[src/rtl/core/b2s_pkg.sv]
`default_nettype none
// ----------------------------------------------------------------------------
// b2s_pkg
// Shared types, constants and tables of the BLAKE2s-256 hash core.
// ----------------------------------------------------------------------------
package b2s_pkg;

  localparam int WordW     = 32;
  localparam int BlockWords = 16;
  localparam int Rounds    = 10;
  localparam int DigestWords = 8;
  localparam logic [31:0] ParamWord = 32'h0101_0020;
  localparam logic [63:0] BlockByteCount = 64'd64;

  typedef logic [31:0] word_t;

  // datapath commands from the controller
  typedef struct packed {
    logic load;      // store incoming word
    logic init;      // load work vector
    logic final_blk; // with final flag
    logic step;      // one G step
    logic finish;    // fold work vector into chain value
    logic add_full;  // counter += 64
    logic add_tail;  // counter += held bytes plus this item's bytes
    logic clear;     // clear buffer
    logic reinit;    // chain/counter back to initial
  } b2s_cmd_t;

  typedef struct packed {
    logic buf_full;
  } b2s_stat_t;

  function automatic word_t iv(input logic [2:0] i);
    word_t r;
    unique case (i)
      3'd0: r = 32'h6A09E667;
      3'd1: r = 32'hBB67AE85;
      3'd2: r = 32'h3C6EF372;
      3'd3: r = 32'hA54FF53A;
      3'd4: r = 32'h510E527F;
      3'd5: r = 32'h9B05688C;
      3'd6: r = 32'h1F83D9AB;
      default: r = 32'h5BE0CD19;
    endcase
    return r;
  endfunction

  localparam logic [3:0] Sigma [10][16] = '{
    '{4'd0, 4'd1, 4'd2, 4'd3, 4'd4, 4'd5, 4'd6, 4'd7,
      4'd8, 4'd9, 4'd10, 4'd11, 4'd12, 4'd13, 4'd14, 4'd15},
    '{4'd14, 4'd10, 4'd4, 4'd8, 4'd9, 4'd15, 4'd13, 4'd6,
      4'd1, 4'd12, 4'd0, 4'd2, 4'd11, 4'd7, 4'd5, 4'd3},
    '{4'd11, 4'd8, 4'd12, 4'd0, 4'd5, 4'd2, 4'd15, 4'd13,
      4'd10, 4'd14, 4'd3, 4'd6, 4'd7, 4'd1, 4'd9, 4'd4},
    '{4'd7, 4'd9, 4'd3, 4'd1, 4'd13, 4'd12, 4'd11, 4'd14,
      4'd2, 4'd6, 4'd5, 4'd10, 4'd4, 4'd0, 4'd15, 4'd8},
    '{4'd9, 4'd0, 4'd5, 4'd7, 4'd2, 4'd4, 4'd10, 4'd15,
      4'd14, 4'd1, 4'd11, 4'd12, 4'd6, 4'd8, 4'd3, 4'd13},
    '{4'd2, 4'd12, 4'd6, 4'd10, 4'd0, 4'd11, 4'd8, 4'd3,
      4'd4, 4'd13, 4'd7, 4'd5, 4'd15, 4'd14, 4'd1, 4'd9},
    '{4'd12, 4'd5, 4'd1, 4'd15, 4'd14, 4'd13, 4'd4, 4'd10,
      4'd0, 4'd7, 4'd6, 4'd3, 4'd9, 4'd2, 4'd8, 4'd11},
    '{4'd13, 4'd11, 4'd7, 4'd14, 4'd12, 4'd1, 4'd3, 4'd9,
      4'd5, 4'd0, 4'd15, 4'd4, 4'd8, 4'd6, 4'd2, 4'd10},
    '{4'd6, 4'd15, 4'd14, 4'd9, 4'd11, 4'd3, 4'd0, 4'd8,
      4'd12, 4'd2, 4'd13, 4'd7, 4'd1, 4'd4, 4'd10, 4'd5},
    '{4'd10, 4'd2, 4'd8, 4'd4, 4'd7, 4'd6, 4'd1, 4'd5,
      4'd15, 4'd11, 4'd9, 4'd14, 4'd3, 4'd12, 4'd13, 4'd0}
  };

endpackage
`default_nettype wire

[src/rtl/core/b2s_if.sv]
`default_nettype none
// ----------------------------------------------------------------------------
// b2s_in_if / b2s_out_if
// Valid/ready channels for message words and digest words.
// ----------------------------------------------------------------------------
interface b2s_in_if;
  logic        valid;
  logic        ready;
  logic [31:0] message_word;
  logic [2:0]  word_bytes;
  logic        last_word;
  modport source (output valid, message_word, word_bytes, last_word, input ready);
  modport sink (input valid, message_word, word_bytes, last_word, output ready);
endinterface

interface b2s_out_if;
  logic        valid;
  logic        ready;
  logic [31:0] digest_word;
  logic        digest_last;
  modport source (output valid, digest_word, digest_last, input ready);
  modport sink (input valid, digest_word, digest_last, output ready);
endinterface
`default_nettype wire

[src/rtl/core/b2s_datapath.sv]
`default_nettype none
// ----------------------------------------------------------------------------
// b2s_datapath
// Block buffer, chain value, byte counter and a G unit that runs one
// full G function (two message words) per step.
// ----------------------------------------------------------------------------
module b2s_datapath (
  input  wire logic                clk,
  input  wire logic                rst,
  input  wire b2s_pkg::b2s_cmd_t   cmd,
  input  wire logic [31:0]         in_word,
  input  wire logic [2:0]          in_bytes,
  input  wire logic                in_last,
  input  wire logic [3:0]          round,
  input  wire logic [2:0]          g_sel,
  input  wire logic [2:0]          out_sel,
  output b2s_pkg::b2s_stat_t       stat,
  output logic [31:0]              digest
);

  logic [31:0] chain [8];
  logic [63:0] counter;
  logic [31:0] buffer [16];
  logic [4:0]  word_index;
  logic [6:0]  block_bytes;
  logic [31:0] v [16];

  logic [2:0]  nb;
  logic [31:0] masked;
  assign nb = !in_last ? 3'd4 : (in_bytes > 3'd4 ? 3'd4 : in_bytes);
  always_comb begin
    unique case (nb)
      3'd1: masked = {24'd0, in_word[7:0]};
      3'd2: masked = {16'd0, in_word[15:0]};
      3'd3: masked = {8'd0, in_word[23:0]};
      default: masked = in_word;
    endcase
  end

  assign stat.buf_full = word_index[4];

  // G operand indexes
  logic [3:0] ia, ib, ic, id;
  always_comb begin
    unique case (g_sel)
      3'd0: begin ia = 4'd0; ib = 4'd4; ic = 4'd8;  id = 4'd12; end
      3'd1: begin ia = 4'd1; ib = 4'd5; ic = 4'd9;  id = 4'd13; end
      3'd2: begin ia = 4'd2; ib = 4'd6; ic = 4'd10; id = 4'd14; end
      3'd3: begin ia = 4'd3; ib = 4'd7; ic = 4'd11; id = 4'd15; end
      3'd4: begin ia = 4'd0; ib = 4'd5; ic = 4'd10; id = 4'd15; end
      3'd5: begin ia = 4'd1; ib = 4'd6; ic = 4'd11; id = 4'd12; end
      3'd6: begin ia = 4'd2; ib = 4'd7; ic = 4'd8;  id = 4'd13; end
      default: begin ia = 4'd3; ib = 4'd4; ic = 4'd9; id = 4'd14; end
    endcase
  end

  logic [31:0] mx, my, a1, d1, c1, b1, a2, d2, c2, b2;
  always_comb begin
    mx = buffer[b2s_pkg::Sigma[round][{g_sel, 1'b0}]];
    my = buffer[b2s_pkg::Sigma[round][{g_sel, 1'b1}]];
    a1 = v[ia] + v[ib] + mx;
    d1 = v[id] ^ a1;  d1 = {d1[15:0], d1[31:16]};
    c1 = v[ic] + d1;
    b1 = v[ib] ^ c1;  b1 = {b1[11:0], b1[31:12]};
    a2 = a1 + b1 + my;
    d2 = d1 ^ a2;     d2 = {d2[7:0], d2[31:8]};
    c2 = c1 + d2;
    b2 = b1 ^ c2;     b2 = {b2[6:0], b2[31:7]};
  end

  assign digest = chain[out_sel];

  always_ff @(posedge clk) begin
    if (rst || cmd.reinit) begin
      for (int i = 0; i < 8; i++)
        chain[i] <= b2s_pkg::iv(3'(i)) ^ ((i == 0) ? b2s_pkg::ParamWord : 32'd0);
      counter <= '0;
    end else begin
      if (cmd.add_full) counter <= counter + b2s_pkg::BlockByteCount;
      else if (cmd.add_tail) counter <= counter + {57'd0, block_bytes} + {61'd0, nb};
      if (cmd.finish)
        for (int i = 0; i < 8; i++) chain[i] <= chain[i] ^ v[i] ^ v[i+8];
    end
    if (rst || cmd.clear) begin
      for (int i = 0; i < 16; i++) buffer[i] <= '0;
      word_index <= '0;
      block_bytes <= '0;
    end else if (cmd.load && nb != 3'd0) begin
      buffer[word_index[3:0]] <= masked;
      word_index <= word_index + 5'd1;
      block_bytes <= block_bytes + {4'd0, nb};
    end
    if (cmd.init) begin
      for (int i = 0; i < 8; i++) v[i] <= chain[i];
      for (int i = 0; i < 4; i++) v[i+8] <= b2s_pkg::iv(3'(i));
      v[12] <= b2s_pkg::iv(3'd4) ^ counter[31:0];
      v[13] <= b2s_pkg::iv(3'd5) ^ counter[63:32];
      v[14] <= b2s_pkg::iv(3'd6) ^ {32{cmd.final_blk}};
      v[15] <= b2s_pkg::iv(3'd7);
    end else if (cmd.step) begin
      v[ia] <= a2; v[ib] <= b2; v[ic] <= c2; v[id] <= d2;
    end
  end

endmodule
`default_nettype wire

[src/rtl/core/b2s_ctrl.sv]
`default_nettype none
// ----------------------------------------------------------------------------
// b2s_ctrl
// Sequencer: takes words, runs compressions, walks out the digest.
// ----------------------------------------------------------------------------
module b2s_ctrl (
  input  wire logic               clk,
  input  wire logic               rst,
  input  wire logic               in_valid,
  output logic                    in_ready,
  input  wire logic [2:0]         in_bytes,
  input  wire logic               in_last,
  output logic                    out_valid,
  input  wire logic               out_ready,
  output logic                    out_last,
  input  wire b2s_pkg::b2s_stat_t stat,
  output b2s_pkg::b2s_cmd_t       cmd,
  output logic [3:0]              round,
  output logic [2:0]              g_sel,
  output logic [2:0]              out_sel
);

  typedef enum logic [2:0] {
    S_IDLE, S_INIT, S_RUN, S_FOLD, S_OUT
  } state_t;

  state_t state;
  logic   is_final;   // current compression is the final one
  logic   has_bytes;

  assign in_ready  = (state == S_IDLE);
  assign out_valid = (state == S_OUT);
  assign out_last  = (out_sel == 3'd7);
  assign has_bytes = in_last ? (in_bytes != 3'd0) : 1'b1;

  logic take, mid;
  assign take = in_valid && in_ready;
  // a word with bytes and a full buffer forces a non-final compression first
  assign mid = take && has_bytes && stat.buf_full;

  always_comb begin
    cmd = '0;
    cmd.load      = take && !mid;
    cmd.add_full  = mid;
    cmd.add_tail  = take && !mid && in_last;
    cmd.init      = (state == S_INIT);
    cmd.final_blk = is_final;
    cmd.step      = (state == S_RUN);
    cmd.finish    = (state == S_FOLD);
    // buffer is emptied after every compression, final one included
    cmd.clear     = (state == S_FOLD);
    cmd.reinit    = (state == S_OUT) && out_ready && out_last;
  end

  always_ff @(posedge clk) begin
    if (rst) begin
      state <= S_IDLE;
      is_final <= 1'b0;
      round <= '0;
      g_sel <= '0;
      out_sel <= '0;
    end else begin
      unique case (state)
        S_IDLE: begin
          if (take) begin
            // a mid compression leaves the item unaccepted; it is retaken
            if (mid) begin
              is_final <= 1'b0;
              state <= S_INIT;
            end else if (in_last) begin
              is_final <= 1'b1;
              state <= S_INIT;
            end
          end
        end
        S_INIT: begin
          round <= '0;
          g_sel <= '0;
          state <= S_RUN;
        end
        S_RUN: begin
          g_sel <= g_sel + 3'd1;
          if (g_sel == 3'd7) begin
            round <= round + 4'd1;
            if (round == 4'(b2s_pkg::Rounds - 1)) state <= S_FOLD;
          end
        end
        S_FOLD: begin
          out_sel <= '0;
          state <= is_final ? S_OUT : S_IDLE;
        end
        S_OUT: begin
          if (out_ready) begin
            out_sel <= out_sel + 3'd1;
            if (out_last) state <= S_IDLE;
          end
        end
        default: state <= S_IDLE;
      endcase
    end
  end

endmodule
`default_nettype wire

[src/rtl/core/blake2s_256_hash_core.sv]
`default_nettype none
// ----------------------------------------------------------------------------
// blake2s_256_hash_core
// Unkeyed BLAKE2s-256: message words in, eight digest words out.
// ----------------------------------------------------------------------------
//  channel  dir  payload
//  msg      in   message_word[31:0] word_bytes[2:0] last_word
//  dig      out  digest_word[31:0] digest_last
//
// A word is taken while the core is idle. The word after a full block, and a
// last word, start a compression (load, 80 G steps on the shared G unit,
// fold); the word after a full block is taken when it ends.
// Digest words follow, one per cycle while dig.ready is high.
// Synchronous reset; no clearing pass. Input is held off during rounds and
// digest output.
module blake2s_256_hash_core (
  input  wire logic clk,
  input  wire logic rst,
  b2s_in_if.sink    msg,
  b2s_out_if.source dig
);

  b2s_pkg::b2s_cmd_t  cmd;
  b2s_pkg::b2s_stat_t stat;
  logic [3:0] round;
  logic [2:0] g_sel, out_sel;
  logic       in_ready_int;

  // on a mid compression the item is not accepted
  assign msg.ready = in_ready_int && !(msg.valid && stat.buf_full &&
                     !(msg.last_word && msg.word_bytes == 3'd0));

  b2s_ctrl u_ctrl (
    .clk, .rst,
    .in_valid (msg.valid), .in_ready (in_ready_int),
    .in_bytes (msg.word_bytes), .in_last (msg.last_word),
    .out_valid (dig.valid), .out_ready (dig.ready), .out_last (dig.digest_last),
    .stat, .cmd, .round, .g_sel, .out_sel
  );

  b2s_datapath u_dp (
    .clk, .rst, .cmd,
    .in_word (msg.message_word), .in_bytes (msg.word_bytes),
    .in_last (msg.last_word),
    .round, .g_sel, .out_sel, .stat,
    .digest (dig.digest_word)
  );

endmodule
`default_nettype wire

[src/flat_wrapper.sv]
// flat-port wrapper written by rule: the top's interface ports become plain ports
module blake2s_256_hash_core_flat 
  (clk, rst, msg_valid, msg_message_word, msg_word_bytes, msg_last_word, msg_ready, dig_valid, dig_digest_word, dig_digest_last, dig_ready);
  b2s_in_if msg_i ();
  b2s_out_if dig_i ();
  input  wire logic clk;
  input  wire logic rst;
  input wire logic [$bits(msg_i.valid)-1:0] msg_valid;
  input wire logic [$bits(msg_i.message_word)-1:0] msg_message_word;
  input wire logic [$bits(msg_i.word_bytes)-1:0] msg_word_bytes;
  input wire logic [$bits(msg_i.last_word)-1:0] msg_last_word;
  output wire logic [$bits(msg_i.ready)-1:0] msg_ready;
  output wire logic [$bits(dig_i.valid)-1:0] dig_valid;
  output wire logic [$bits(dig_i.digest_word)-1:0] dig_digest_word;
  output wire logic [$bits(dig_i.digest_last)-1:0] dig_digest_last;
  input wire logic [$bits(dig_i.ready)-1:0] dig_ready;
  assign msg_i.valid = msg_valid;
  assign msg_i.message_word = msg_message_word;
  assign msg_i.word_bytes = msg_word_bytes;
  assign msg_i.last_word = msg_last_word;
  assign msg_ready = msg_i.ready;
  assign dig_valid = dig_i.valid;
  assign dig_digest_word = dig_i.digest_word;
  assign dig_digest_last = dig_i.digest_last;
  assign dig_i.ready = dig_ready;
  blake2s_256_hash_core u_core (.clk(clk), .rst(rst), .msg(msg_i), .dig(dig_i));
endmodule
[config.mk]
export PLATFORM = sky130hd
export DESIGN_NAME = blake2s_256_hash_core_flat
export DESIGN_NICKNAME = d
export VERILOG_FILES = /design/src/rtl/core/b2s_pkg.sv /design/src/rtl/core/b2s_if.sv /design/src/rtl/core/b2s_datapath.sv /design/src/rtl/core/b2s_ctrl.sv /design/src/rtl/core/blake2s_256_hash_core.sv /design/src/flat_wrapper.sv
export SDC_FILE = /design/constraint.sdc
export NUM_CORES = 2
export LEC_CHECK = 0
export BUFFER_PORTS_ARGS = -buffer_cell sky130_fd_sc_hd__buf_4
export CAP_MARGIN = 10
export CORE_UTILIZATION = 35
export CTS_CLUSTER_SIZE = 28
export DETAILED_ROUTE_END_ITERATION = 6
export PLACE_DENSITY = 0.56
export SLEW_MARGIN = 20
export SYNTH_ARGS = -nofsm -noshare
export SYNTH_HDL_FRONTEND = slang
export SYNTH_SLANG_ARGS = --single-unit
[constraint.sdc]
create_clock -name clk -period 14.85 [get_ports clk]
set_input_delay 1.485 -clock clk [delete_from_list [all_inputs] [get_ports clk]]
set_output_delay 1.485 -clock clk [all_outputs]
set_load 0.005 [all_outputs]
==> results.sh <==
export IMPL_grt_max_degree=129
export IMPL_synth_cells=7784
export IMPL_ys_flop_type="edfxtp_1"
export IMPL_port_buffer_count=74
export IMPL_first_pass_iters=6
export IMPL_worst_path_largest_cell_delay_ps=550
export IMPL_slew_viol_final=0
export IMPL_worstSetupEndpointType="register"
export IMPL_fin_crit_ps=14760
export IMPL_post_dp_hpwl_um=242000
export IMPL_vias=67700
export IMPL_multi_input_area_mm2=0.0413
export IMPL_period_share_pct=99.4
export IMPL_cp_start_kind="register"
export IMPL_syn_to_final_growth_pct=22.1
export IMPL_synth_warning_count=0
export IMPL_grt_overflow=0
export IMPL_critical_path_class="reg2reg"
export IMPL_die_w_um=486
export IMPL_whs_ps=505
export IMPL_critPathSlowestCell="fa_1"
export IMPL_cts_tree="built"
export IMPL_netlist_area_mm2=0.0820
export IMPL_start_util_pct=35.2
export IMPL_path_clk_slew_ps=60
export IMPL_cp_arrival_ps=15400
export IMPL_status="finished clean"
export IMPL_core_mm2=0.233
export IMPL_ctsLongestPathBuffers=3
export IMPL_rsz0062_at_grt="true"
export IMPL_yosysMostFrequentCell="edfxtp_1"
export IMPL_grt_pass1_wl_um=481000
export IMPL_drt_initial_drc_count=8158
export IMPL_fin_skew_ps=60.5
export IMPL_cp_required_ps=15480
export IMPL_viasPerCell=5.79
export IMPL_fin_nets=8697
export IMPL_cts_sinks=1373
export IMPL_htreeDepth=4
export IMPL_area_sequential_mm2=0.0403
export IMPL_drive_above_1_share_pct=22.6
export IMPL_antenna_found_initial=12
export IMPL_synth_cell_types=106
export IMPL_ant_nets=0
export IMPL_synthTopCellsByCount="1280 x edfxtp_1, 967 x nand2_1, 798 x nor2_1"
export IMPL_num_fill_cells=22000
export IMPL_synth_area_leaders="edfxtp_1 47%, xnor2_1 4.6%, nand2_1 4.4%"
export IMPL_startpoint="u_core.u_ctrl.round[1]$_SDFFE_PP0P_"
export IMPL_dp_cells=11300
export IMPL_drv_cap=0
export IMPL_r2r_start="u_core.u_ctrl.round[1]$_SDFFE_PP0P_"
export IMPL_cts_root_buf="clkbuf_16"
export IMPL_drc=0
export IMPL_avgSynthCellArea_um2=10.5
export IMPL_die_y_um=486
export IMPL_path_common_cell="buf_4"
export IMPL_cts_hold_buf=0
export IMPL_r2r_setup_slack_ps=90
export IMPL_hp_start="u_core.u_ctrl.out_sel[2]$_SDFFE_PP0P_"
export IMPL_instances_no_fill=11700
export IMPL_synth_largest_area_cell="edfxtp_1"
export IMPL_clk_latency_ps=840
export IMPL_hold_class="reg2reg"
export IMPL_gp_congestion=1.03
export IMPL_routedWlPerCell_um=29.7
export IMPL_core_rowCount=177
export IMPL_yosysSeqAreaShare_pct=49.1
export IMPL_synth_nets=8047
export IMPL_cp_max_fo=6
export IMPL_maxSlewHeadroom_pct=2.06
export IMPL_final_util_pct=43.0
export IMPL_numCtsBuffers=150
export IMPL_setup_viol=0
export IMPL_max_freq_mhz=67.7
export IMPL_synthArstFlopShare_pct=0
export IMPL_synth_edff_count=1280
export IMPL_track_usage_pct=28.5
export IMPL_max_slew_worst_pin_slew_ps=1460
export IMPL_ioPinCount=75
export IMPL_grt_pass1_vias=64400
export IMPL_dieArea_mm2=0.236
export IMPL_yosys_area_top_type_share_pct=46.9
export IMPL_hold_violations=0
export IMPL_drt_total_wl_um=348000
export IMPL_synth_seq_cells=1373
-- worst max-delay path, delay by kind of cell (launching register included) --
| kind | cells | cell delay (ps) |
|---|---|---|
| simple gates | 13 | 1550 |
| mux | 1 | 200 |
| flops | 1 | 380 |
| xor+xnor | 6 | 1370 |
| compound gates | 30 | 6620 |
| buf+inv | 12 | 1620 |
| fa+ha+maj | 8 | 2790 |
-- stage by stage --
step	worst slack (ps)	TNS, ps	cell area (um2)
floorplan	14.5	0	82100
global route	-252	-4440	100000
CTS	-6.54	-19.0	97600
finish	89.0	0	100000
detailed placement	-889	-37990	91900
global placement	-659	-22390	91800
-- sequential cells by signal (all words and copies together), names as in the netlist, named ones only --
signal / count
u_core.u_ctrl.g_sel: 3
u_core.u_ctrl.is_final: 1
u_core.u_ctrl.out_sel: 3
u_core.u_ctrl.round: 4
u_core.u_ctrl.state: 3
u_core.u_dp.block_bytes: 7
u_core.u_dp.buffer: 512
u_core.u_dp.chain: 256
u_core.u_dp.counter: 64
u_core.u_dp.v: 512
u_core.u_dp.word_index: 5
-- routing by layer --
layer,track usage (%),part of all wire [%],up-vias
met2,44.7,45,3644
met1,37.1,39,33800
met3,4.91,8.7,811
met4,16.4,6.9,6
met5,0,0.011,-
li1,-,-,29400
-- path summary, 6_finish.rpt --
path,to,cells after the start
setup reg to reg,u_core.u_dp.v[6][24]$_DFFE_PP_,70
hold / removal,register,2
hold reg to reg,register,2
setup / recovery,u_core.u_dp.v[6][24]$_DFFE_PP_,70
-- layout make-up --
class / count / share of cell area (%)
antenna: 4 / 0.0100
clock buffer: 182 / 4.06
timing repair buffer: 1022 / 8.64
clock inverter: 91 / 0.941
multi-input combinational: 5652 / 41.3
inverter: 235 / 0.891
tap: 3132 / 3.91
sequential: 1373 / 40.3
-- placed cells by master (no fill, tap or decap), types with 27 or more instances in the layout --
master,synthesis,final
clkbuf_16,0,162
nand2_2,1,28
a21oi_1,329,287
xnor2_2,8,32
fa_1,71,63
dfxtp_1,93,86
buf_4,1,935
nor2_1,798,783
ha_1,152,118
a211oi_1,392,355
clkinv_1,2,31
a31oi_1,105,96
mux4_2,114,113
mux2_2,136,136
a311oi_1,66,49
nand2_1,967,925
buf_12,0,51
a211oi_2,1,35
nand4_1,27,27
and3_1,130,128
o21ai_0,292,264
nor3_1,64,53
and2_1,49,48
nand2b_1,45,39
nand3_1,89,79
xnor2_1,431,393
mux2i_1,170,167
inv_1,232,222
o21ai_1,39,53
clkinv_2,0,29
a21oi_2,4,36
xor2_1,366,357
a21o_1,97,88
edfxtp_1,1280,1280
o22ai_1,93,92
nor2b_1,280,266
-- timing repair --
item	in CTS	in global routing
buffers inserted	29	68
resized for setup	81	359
endpoints found under the hold margin	0	0
setup endpoints to repair	96	124
pin swaps	47	200
cloned	4	9
-- logic make-up (layout without fill, tap and decap cells) --
logic type / Yosys count / in the layout / synth area share (%)
buf+inv: 761 / 1530 / 3.52
compound gates: 1607 / 1608 / 12.8
simple gates: 2571 / 2572 / 14.2
mux: 422 / 422 / 7.12
flops: 1373 / 1373 / 49.1
xor+xnor: 823 / 823 / 9.16
fa+ha+maj: 227 / 227 / 4.10
other cells: 0 / 4 / 0
Power is not shown: default switching activity piles up to over one toggle a cycle in this logic, so the estimate is an artifact.
